### src/hw/rtl/utf8_sanitizer_macros.svh
// Assertion macros for the UTF-8 sanitizer.
`ifndef UTF8_SANITIZER_MACROS_SVH
`define UTF8_SANITIZER_MACROS_SVH

// Checks that a condition holds at every clock edge outside reset.
`define UTF8S_ASSERT_ALWAYS(lbl, cond, msg) \
  lbl: assert property (@(posedge clk_i) disable iff (!rst_ni) (cond)) else $error(msg);

// Checks that a consequent holds in the cycle after an antecedent.
`define UTF8S_ASSERT_NEXT(lbl, ante, cons, msg) \
  lbl: assert property (@(posedge clk_i) disable iff (!rst_ni) (ante) |=> (cons)) \
    else $error(msg);

`endif

### src/hw/rtl/utf8s_pkg.sv
// Types, constants and helper functions shared by the UTF-8 sanitizer.
`default_nettype none
package utf8s_pkg;

  localparam int unsigned FifoDepth = 4;
  localparam int unsigned FifoPtrW  = $clog2(FifoDepth);
  localparam int unsigned FifoCntW  = $clog2(FifoDepth + 1);

  localparam logic [7:0] ContMask  = 8'hC0;
  localparam logic [7:0] ContCode  = 8'h80;
  localparam logic [7:0] Lead2Lo   = 8'hC2;
  localparam logic [7:0] Lead2Hi   = 8'hDF;
  localparam logic [7:0] Lead3Lo   = 8'hE0;
  localparam logic [7:0] Lead3Hi   = 8'hEF;
  localparam logic [7:0] Lead4Lo   = 8'hF0;
  localparam logic [7:0] Lead4Hi   = 8'hF4;
  localparam logic [7:0] ReplByte0 = 8'hEF;
  localparam logic [7:0] ReplByte1 = 8'hBF;
  localparam logic [7:0] ReplByte2 = 8'hBD;

  localparam logic [2:0] LenBad   = 3'd0;
  localparam logic [2:0] LenAscii = 3'd1;
  localparam logic [2:0] LenTwo   = 3'd2;
  localparam logic [2:0] LenThree = 3'd3;
  localparam logic [2:0] LenFour  = 3'd4;

  localparam logic [1:0] PhaseFirst = 2'd0;
  localparam logic [1:0] PhaseMid   = 2'd1;
  localparam logic [1:0] PhaseLast  = 2'd2;

  // Output work for one input byte: replacements first, then literal bytes.
  typedef struct packed {
    logic [2:0]      rep_cnt;
    logic [2:0]      lit_cnt;
    logic [3:0][7:0] lit;
    logic            last;
  } utf8s_cmd_t;

  function automatic logic [2:0] lead_len(input logic [7:0] b);
    logic [2:0] len;
    len = LenBad;
    if (b < ContCode) begin
      len = LenAscii;
    end else if (b >= Lead2Lo && b <= Lead2Hi) begin
      len = LenTwo;
    end else if (b >= Lead3Lo && b <= Lead3Hi) begin
      len = LenThree;
    end else if (b >= Lead4Lo && b <= Lead4Hi) begin
      len = LenFour;
    end
    return len;
  endfunction

endpackage
`default_nettype wire

### src/hw/rtl/utf8_sanitizer.sv
// Top level of the streaming UTF-8 sanitizer with replacement character.
//
//   Channel   Dir  tdata           tlast          tuser
//   s_axis    in   [7:0] in_byte   payload_last   -
//   m_axis    out  [7:0] out_byte  payload_end    [0] run_last
//
// The input side takes one byte per cycle while the four-entry command queue has room.
// The output side sends one byte per cycle while m_axis_tready_i accepts, so a byte that
// yields n results occupies it for n transfers; a replaced byte yields three and a held byte none.
// Reset clears the open sequence, the queue and the output valid flag.
// A stall on the output fills the queue and then holds s_axis_tready_o low.
`default_nettype none
`include "utf8_sanitizer_macros.svh"
module utf8_sanitizer (
  input  wire logic       clk_i,
  input  wire logic       rst_ni,
  input  wire logic       s_axis_tvalid_i,
  output logic            s_axis_tready_o,
  input  wire logic [7:0] s_axis_tdata_i,   // [7:0] in_byte
  input  wire logic       s_axis_tlast_i,
  output logic            m_axis_tvalid_o,
  input  wire logic       m_axis_tready_i,
  output logic [7:0]      m_axis_tdata_o,   // [7:0] out_byte
  output logic            m_axis_tlast_o,
  output logic [0:0]      m_axis_tuser_o    // [0] run_last
);
  import utf8s_pkg::*;

  utf8s_cmd_t push_cmd, head_cmd;
  logic       q_push, q_full, q_pop, q_valid, seq_open;

  utf8s_front u_front (
    .clk_i      (clk_i),
    .rst_ni     (rst_ni),
    .in_valid_i (s_axis_tvalid_i),
    .in_ready_o (s_axis_tready_o),
    .in_byte_i  (s_axis_tdata_i),
    .in_last_i  (s_axis_tlast_i),
    .q_full_i   (q_full),
    .q_push_o   (q_push),
    .q_cmd_o    (push_cmd),
    .seq_open_o (seq_open)
  );

  utf8s_fifo u_fifo (
    .clk_i   (clk_i),
    .rst_ni  (rst_ni),
    .push_i  (q_push),
    .data_i  (push_cmd),
    .full_o  (q_full),
    .pop_i   (q_pop),
    .valid_o (q_valid),
    .data_o  (head_cmd)
  );

  utf8s_back u_back (
    .clk_i             (clk_i),
    .rst_ni            (rst_ni),
    .q_valid_i         (q_valid),
    .q_cmd_i           (head_cmd),
    .q_pop_o           (q_pop),
    .out_valid_o       (m_axis_tvalid_o),
    .out_ready_i       (m_axis_tready_i),
    .out_byte_o        (m_axis_tdata_o),
    .out_run_last_o    (m_axis_tuser_o[0]),
    .out_payload_end_o (m_axis_tlast_o)
  );

  `UTF8S_ASSERT_ALWAYS(a_end_is_run_last, !(m_axis_tvalid_o && m_axis_tlast_o) || m_axis_tuser_o[0], "payload end without run last")
  `UTF8S_ASSERT_ALWAYS(a_pop_needs_entry, !q_pop || q_valid, "pop from an empty command queue")
  `UTF8S_ASSERT_NEXT(a_last_closes_seq, s_axis_tvalid_i && s_axis_tready_o && s_axis_tlast_i, !seq_open, "sequence still open after payload end")

endmodule
`default_nettype wire

### src/hw/rtl/utf8s_fifo.sv
// Short command queue between the classifier and the output sequencer.
`default_nettype none
module utf8s_fifo (
  input  wire logic                  clk_i,
  input  wire logic                  rst_ni,
  input  wire logic                  push_i,
  input  wire utf8s_pkg::utf8s_cmd_t data_i,
  output logic                       full_o,
  input  wire logic                  pop_i,
  output logic                       valid_o,
  output utf8s_pkg::utf8s_cmd_t      data_o
);
  import utf8s_pkg::*;

  utf8s_cmd_t          mem_q [FifoDepth];
  logic [FifoPtrW-1:0] wr_ptr_q, wr_ptr_d;
  logic [FifoPtrW-1:0] rd_ptr_q, rd_ptr_d;
  logic [FifoCntW-1:0] cnt_q, cnt_d;
  logic                do_push, do_pop;

  assign full_o  = (cnt_q == FifoCntW'(FifoDepth));
  assign valid_o = (cnt_q != '0);
  assign data_o  = mem_q[rd_ptr_q];
  assign do_push = push_i && !full_o;
  assign do_pop  = pop_i && valid_o;

  always_comb begin
    wr_ptr_d = wr_ptr_q;
    rd_ptr_d = rd_ptr_q;
    cnt_d    = cnt_q;
    if (do_push) begin
      wr_ptr_d = (wr_ptr_q == FifoPtrW'(FifoDepth - 1)) ? '0 : wr_ptr_q + 1'b1;
    end
    if (do_pop) begin
      rd_ptr_d = (rd_ptr_q == FifoPtrW'(FifoDepth - 1)) ? '0 : rd_ptr_q + 1'b1;
    end
    if (do_push && !do_pop) begin
      cnt_d = cnt_q + 1'b1;
    end else if (do_pop && !do_push) begin
      cnt_d = cnt_q - 1'b1;
    end
  end

  always_ff @(posedge clk_i or negedge rst_ni) begin
    if (!rst_ni) begin
      wr_ptr_q <= '0;
      rd_ptr_q <= '0;
      cnt_q    <= '0;
    end else begin
      wr_ptr_q <= wr_ptr_d;
      rd_ptr_q <= rd_ptr_d;
      cnt_q    <= cnt_d;
    end
  end

  always_ff @(posedge clk_i) begin
    if (do_push) begin
      mem_q[wr_ptr_q] <= data_i;
    end
  end

endmodule
`default_nettype wire

### src/hw/rtl/utf8s_front.sv
// Input side: tracks the open sequence and turns each byte into an output command.
`default_nettype none
module utf8s_front (
  input  wire logic                  clk_i,
  input  wire logic                  rst_ni,
  input  wire logic                  in_valid_i,
  output logic                       in_ready_o,
  input  wire logic [7:0]            in_byte_i,
  input  wire logic                  in_last_i,
  input  wire logic                  q_full_i,
  output logic                       q_push_o,
  output utf8s_pkg::utf8s_cmd_t      q_cmd_o,
  output logic                       seq_open_o
);
  import utf8s_pkg::*;

  logic [2:0][7:0] held_q, held_d;
  logic [1:0]      cnt_q, cnt_d;
  logic [2:0]      exp_q, exp_d;
  utf8s_cmd_t      cmd;
  logic            accept;
  logic            is_cont;

  assign in_ready_o = !q_full_i;
  assign accept     = in_valid_i && in_ready_o;
  assign is_cont    = ((in_byte_i & ContMask) == ContCode);
  assign seq_open_o = (cnt_q != 2'd0) && (exp_q > {1'b0, cnt_q});

  always_comb begin
    logic       fresh;
    logic [2:0] len;
    held_d   = held_q;
    cnt_d    = cnt_q;
    exp_d    = exp_q;
    cmd      = '0;
    cmd.last = in_last_i;
    fresh    = 1'b0;
    len      = lead_len(in_byte_i);
    if (seq_open_o) begin
      if (is_cont) begin
        if (({1'b0, cnt_q} + 3'd1) == exp_q) begin
          for (int k = 0; k < 4; k++) begin
            if (k < 3 && 2'(k) < cnt_q) begin
              cmd.lit[k] = held_q[k];
            end else if (2'(k) == cnt_q) begin
              cmd.lit[k] = in_byte_i;
            end
          end
          cmd.lit_cnt = {1'b0, cnt_q} + 3'd1;
          cnt_d       = 2'd0;
          exp_d       = 3'd0;
        end else if (cnt_q != 2'd3) begin
          for (int k = 0; k < 3; k++) begin
            if (2'(k) == cnt_q) begin
              held_d[k] = in_byte_i;
            end
          end
          cnt_d = cnt_q + 2'd1;
        end else begin
          cmd.rep_cnt = {1'b0, cnt_q} + 3'd1;
          cnt_d       = 2'd0;
          exp_d       = 3'd0;
        end
      end else begin
        cmd.rep_cnt = {1'b0, cnt_q};
        cnt_d       = 2'd0;
        exp_d       = 3'd0;
        fresh       = 1'b1;
      end
    end else begin
      cnt_d = 2'd0;
      exp_d = 3'd0;
      fresh = 1'b1;
    end
    if (fresh) begin
      if (len == LenAscii) begin
        cmd.lit[0]  = in_byte_i;
        cmd.lit_cnt = 3'd1;
      end else if (len == LenBad) begin
        cmd.rep_cnt = cmd.rep_cnt + 3'd1;
      end else begin
        held_d[0] = in_byte_i;
        cnt_d     = 2'd1;
        exp_d     = len;
      end
    end
    if (in_last_i && cnt_d != 2'd0) begin
      cmd.rep_cnt = cmd.rep_cnt + {1'b0, cnt_d};
      cnt_d       = 2'd0;
      exp_d       = 3'd0;
    end
  end

  assign q_cmd_o  = cmd;
  assign q_push_o = accept && (cmd.rep_cnt != 3'd0 || cmd.lit_cnt != 3'd0);

  always_ff @(posedge clk_i or negedge rst_ni) begin
    if (!rst_ni) begin
      held_q <= '0;
      cnt_q  <= 2'd0;
      exp_q  <= 3'd0;
    end else if (accept) begin
      held_q <= held_d;
      cnt_q  <= cnt_d;
      exp_q  <= exp_d;
    end
  end

endmodule
`default_nettype wire

### src/hw/rtl/utf8s_back.sv
// Output side: plays out each queued command one byte per transfer.
`default_nettype none
module utf8s_back (
  input  wire logic                  clk_i,
  input  wire logic                  rst_ni,
  input  wire logic                  q_valid_i,
  input  wire utf8s_pkg::utf8s_cmd_t q_cmd_i,
  output logic                       q_pop_o,
  output logic                       out_valid_o,
  input  wire logic                  out_ready_i,
  output logic [7:0]                 out_byte_o,
  output logic                       out_run_last_o,
  output logic                       out_payload_end_o
);
  import utf8s_pkg::*;

  logic [2:0] rep_idx_q, rep_idx_d;
  logic [1:0] phase_q, phase_d;
  logic [2:0] lit_idx_q, lit_idx_d;
  logic       valid_q, valid_d;
  logic [7:0] byte_q;
  logic       run_last_q, payload_end_q;
  logic       adv, in_rep, fin;
  logic [7:0] cur_byte;

  assign adv    = q_valid_i && (!valid_q || out_ready_i);
  assign in_rep = (rep_idx_q < q_cmd_i.rep_cnt);

  always_comb begin
    cur_byte = q_cmd_i.lit[lit_idx_q[1:0]];
    fin      = (lit_idx_q + 3'd1) == q_cmd_i.lit_cnt;
    if (in_rep) begin
      case (phase_q)
        PhaseFirst: cur_byte = ReplByte0;
        PhaseMid:   cur_byte = ReplByte1;
        default:    cur_byte = ReplByte2;
      endcase
      fin = ((rep_idx_q + 3'd1) == q_cmd_i.rep_cnt) && (phase_q == PhaseLast) &&
            (q_cmd_i.lit_cnt == 3'd0);
    end
  end

  always_comb begin
    rep_idx_d = rep_idx_q;
    phase_d   = phase_q;
    lit_idx_d = lit_idx_q;
    valid_d   = out_ready_i ? 1'b0 : valid_q;
    if (adv) begin
      valid_d = 1'b1;
      if (fin) begin
        rep_idx_d = 3'd0;
        phase_d   = PhaseFirst;
        lit_idx_d = 3'd0;
      end else if (in_rep) begin
        if (phase_q == PhaseLast) begin
          phase_d   = PhaseFirst;
          rep_idx_d = rep_idx_q + 3'd1;
        end else begin
          phase_d = phase_q + 2'd1;
        end
      end else begin
        lit_idx_d = lit_idx_q + 3'd1;
      end
    end
  end

  assign q_pop_o = adv && fin;

  always_ff @(posedge clk_i or negedge rst_ni) begin
    if (!rst_ni) begin
      rep_idx_q <= 3'd0;
      phase_q   <= PhaseFirst;
      lit_idx_q <= 3'd0;
      valid_q   <= 1'b0;
    end else begin
      rep_idx_q <= rep_idx_d;
      phase_q   <= phase_d;
      lit_idx_q <= lit_idx_d;
      valid_q   <= valid_d;
    end
  end

  always_ff @(posedge clk_i) begin
    if (adv) begin
      byte_q        <= cur_byte;
      run_last_q    <= fin;
      payload_end_q <= fin && q_cmd_i.last;
    end
  end

  assign out_valid_o       = valid_q;
  assign out_byte_o        = byte_q;
  assign out_run_last_o    = run_last_q;
  assign out_payload_end_o = payload_end_q;

endmodule
`default_nettype wire

### config.mk
export PLATFORM = sky130hd
export DESIGN_NAME = utf8_sanitizer
export DESIGN_NICKNAME = d
export VERILOG_FILES = /design/src/hw/rtl/utf8s_pkg.sv /design/src/hw/rtl/utf8_sanitizer.sv /design/src/hw/rtl/utf8s_fifo.sv /design/src/hw/rtl/utf8s_front.sv /design/src/hw/rtl/utf8s_back.sv
export VERILOG_INCLUDE_DIRS = /design/src /design/src/hw/rtl
export SDC_FILE = /design/constraint.sdc
export NUM_CORES = 1
export LEC_CHECK = 0
export BUFFER_PORTS_ARGS = -buffer_cell sky130_fd_sc_hd__buf_4
export CELL_PAD_IN_SITES_DETAIL_PLACEMENT = 1
export CELL_PAD_IN_SITES_GLOBAL_PLACEMENT = 2
export CORE_AREA = 2 2 152 154
export CTS_CLUSTER_DIAMETER = 200
export DETAILED_ROUTE_END_ITERATION = 16
export DIE_AREA = 0 0 154 156
export PLACE_DENSITY = 0.73
export SLEW_MARGIN = 25
export SYNTH_ARGS = -nofsm -noshare
export SYNTH_HDL_FRONTEND = slang
export SYNTH_SLANG_ARGS = --single-unit
### constraint.sdc
create_clock -name clk_i -period 5 [get_ports clk_i]
set_clock_uncertainty 0.2 [all_clocks]
set_input_delay 1 -clock clk_i [delete_from_list [all_inputs] [get_ports clk_i]]
set_output_delay 1 -clock clk_i [all_outputs]
set_load 0.02 [all_outputs]
==> run summary <==
TritonCTS Sinks: 211
worst skew pair latency: 510 ps
initial drt markers: 415
CTS clk-pin slew, worst paths: 60 ps
CP endpoint kind: flop
slew of the pin with the lowest slew margin: 724 ps
fillers: 2156
first-pass GRT wire length: 33200 um
area fraction of the dominant cell type after synthesis: 0.536
vias per cell: 5.49
clock tree from TritonCTS: built
CP Data Arrival Time: 4870 ps
ratio of cells with drive above 1 in the final layout: 0.250
Vias: 5217
Post-synth EDFFs: 166
dpl cell area: 0.00995 mm^2
routed len/inst: 21.6 um
post-route clock period utilization: 0.929
Post-synth ARST share: 0.213
ys flop type: edfxtp_1
Max IR drop VDD: 228 uV
Final Critical Period: 4650 ps
number of buffers created by CTS: 23
Post-DP HPWL: 13400 um
Hold Slack: 265 ps
# nets final: 684
dpl cells: 906
Root Driver: clkbuf_16
YS warnings: 0
I/O Pins: 25
Initial Util: 0.416
port bufs: 24
P&R area growth vs syn: 16.0%
CTS Buffer Depth: 3
Die W: 154 um
CP Class: reg2reg
Yosys reg bits: 211
Final Max Tran Viols: 0
synth unique cells: 57
Critical Path RT: 5220 ps
leakage power total: 0.00391 uW
DIE HEIGHT: 156 um
n_diodes: 0
grt total ovfl: 0
Mapped Area: 0.00930 mm^2
antenna-violating nets left: 0
final core occ: 0.482
Max-Cap Viols: 0
CP startpoint kind: flop
Layout Cells excl Fill: 950
DIE AREA: 0.0240 mm^2
worst-path cell chain: inv_1 -> ha_1 -> nor2b_4 -> o311ai_4 -> buf_4 -> nor4_2 -> inv_1 -> o21ai_0 -> ha_1 -> inv_1 -> fa_1 -> nor3b_2 -> a211oi_4 -> ha_1 -> inv_1 -> fa_1 -> xor2_1 -> nor2_1 -> xor2_1
Cells after Synth: 598
detailed-route wire length: 20600 um
post-synthesis sequential area ratio: 0.657
# rows: 55
Final Cell Area: 0.0108 mm^2
Pre-antenna DRT Iters: 4
CTS H-tree depth: 1
gpl congestion: 0.895
GRT Total Usage: 0.179
Max-slew headroom: 0.512
Top cell by count, worst path: inv_1
Crit Path Max Fanout: 9
Hold Vio Cnt, Final: 0
Power Density: 533 mW/mm^2
slowest CP cell: fa_1
outcome: completed
Synth Area per Inst: 15.5 um^2
setup-violating endpoint count in the final report: 0
cell taking the most area after synthesis: edfxtp_1
maximum number of pins on one net before global-route repair: 46
vias in the first global route: 5757
area of the core: 0.0224 mm^2
drc violations: 0
Hold/Removal Path Class: reg2reg
synth top area cells: edfxtp_1 (54%), dfrtp_1 (12%), mux4_2 (11%)
antenna violations before repair: 1
Worst path max stage delay: 450 ps
Max Freq: 215 MHz
routing by layer:
metal	wire [um]	share of wire	track usage	up-vias
li1	-	-	-	2371
met1	9480	0.46	0.255	2714
met2	9900	0.48	0.294	94
met3	744	0.036	0.0233	38
met4	428	0.021	0.0490	0
met5	0	0	0	-
cell usage after synthesis (4+ instances only):
cell type	number
ha_1	20
and2_1	8
edfxtp_1	166
xnor2_1	6
and3_1	17
inv_1	26
clkbuf_1	12
or2_2	8
dfrtp_1	45
buf_2	7
nand2b_1	8
nand2_1	45
a21o_1	4
a22o_1	4
nor2_1	42
o21ai_1	7
mux2_2	10
mux4_2	47
nor3_1	14
nand3_1	4
xor2_1	7
o21ai_0	23
a21oi_1	19
final cells by class:
| type | instances | area (um^2) | area share |
|---|---|---|---|
| Sequential cell | 211 | 6110 | 0.567 |
| Multi-Input combinational cell | 341 | 3030 | 0.281 |
| Clock buffer | 31 | 616 | 0.0571 |
| Timing Repair Buffer | 45 | 388 | 0.0360 |
| Tap cell | 285 | 357 | 0.0331 |
| Clock inverter | 10 | 181 | 0.0168 |
| Inverter | 27 | 101 | 0.00940 |
power by group:
group	switching [uW]	total (uW)	internal, uW
sequential	137	2360	2220
combinational	819	1590	768
clock	678	1800	1120
registers in the layout, summed over array words and instances (netlist names), 2 cells and up:
signal and flops:
u_back.lit_idx_q 3, u_back.out_byte_o 8, u_back.phase_q 2, u_back.rep_idx_q 3
u_fifo.cnt_q 3, u_fifo.mem_q 156, u_fifo.rd_ptr_q 2, u_fifo.wr_ptr_q 2
u_front.cnt_q 2, u_front.exp_q 3, u_front.held_q 24
worst paths after layout:
check | from | to | slack [ps] | depth (start not counted)
max | u_front.cnt_q[1] | u_fifo.cnt_q[2] | 350 | 19
min | u_front.held_q[15] | u_front.held_q[15] | 260 | 1
max reg2reg | u_front.cnt_q[1] | u_fifo.cnt_q[2] | 350 | 19
min reg2reg | u_front.held_q[15] | u_front.held_q[15] | 260 | 1
max in group asynchronous | rst_ni | u_fifo.rd_ptr_q[0] | 3820 | 1
min in group asynchronous | rst_ni | u_back.rep_idx_q[2] | 300 | 1
worst max-delay path, delay by kind of cell (launching register included):
family	cells	cell delay, ps
buffers and inverters	5	500
and+or+nand+nor	4	810
xor gates and xnor gates	2	350
DFF	1	400
adders and majority gates	5	1590
AOI/OAI and AO/OA	3	710
timing repair:
item                       in CTS  in global routing
setup endpoints to repair       0                  1
hold buffers                    0                  0
buffers inserted                0                  3
resized for setup               0                  3
stage by stage:
stage                     power [uW]  setup TNS [ps]  setup slack, ps
after floorplan                 3510               0              108
after global placement          3950               0              264
after detailed placement        4010               0             36.5
after CTS                       5820               0              224
after global routing            6050           -15.7            -15.7
final                           5740               0              354
cell families after synthesis:
family,Yosys count,synth area share
AO/OA/AOI/OAI,76,0.0576
XOR/XNOR,14,0.0140
adder cells (fa/ha/maj),22,0.0312
buffers and inverters,49,0.0207
flip-flops,211,0.657
multiplexers,61,0.131
other,1,0.000403
AND/OR/NAND/NOR,164,0.0873
placed cells by master (no fill, tap or decap), drive strengths merged, types with 3 or more instances in the layout:
master,synthesis,layout
or2,8,8
inv,27,28
bufinv,0,5
o31ai,3,3
o21ai,30,30
nor2b,4,4
nand3,4,4
xnor2,6,6
a22o,4,4
conb,1,4
nor3,14,14
dfrtp,45,45
and3,17,17
a21o,4,4
clkbuf,12,31
nor2,43,43
nand2b,8,8
and2,8,8
mux2,12,12
buf,10,45
nand3b,3,3
mux4,47,47
clkinv,0,4
edfxtp,166,166
xor2,8,8
nand2,46,46
ha,20,20
a21oi,19,19
Note: power is estimated with default switching activity, not from simulation.
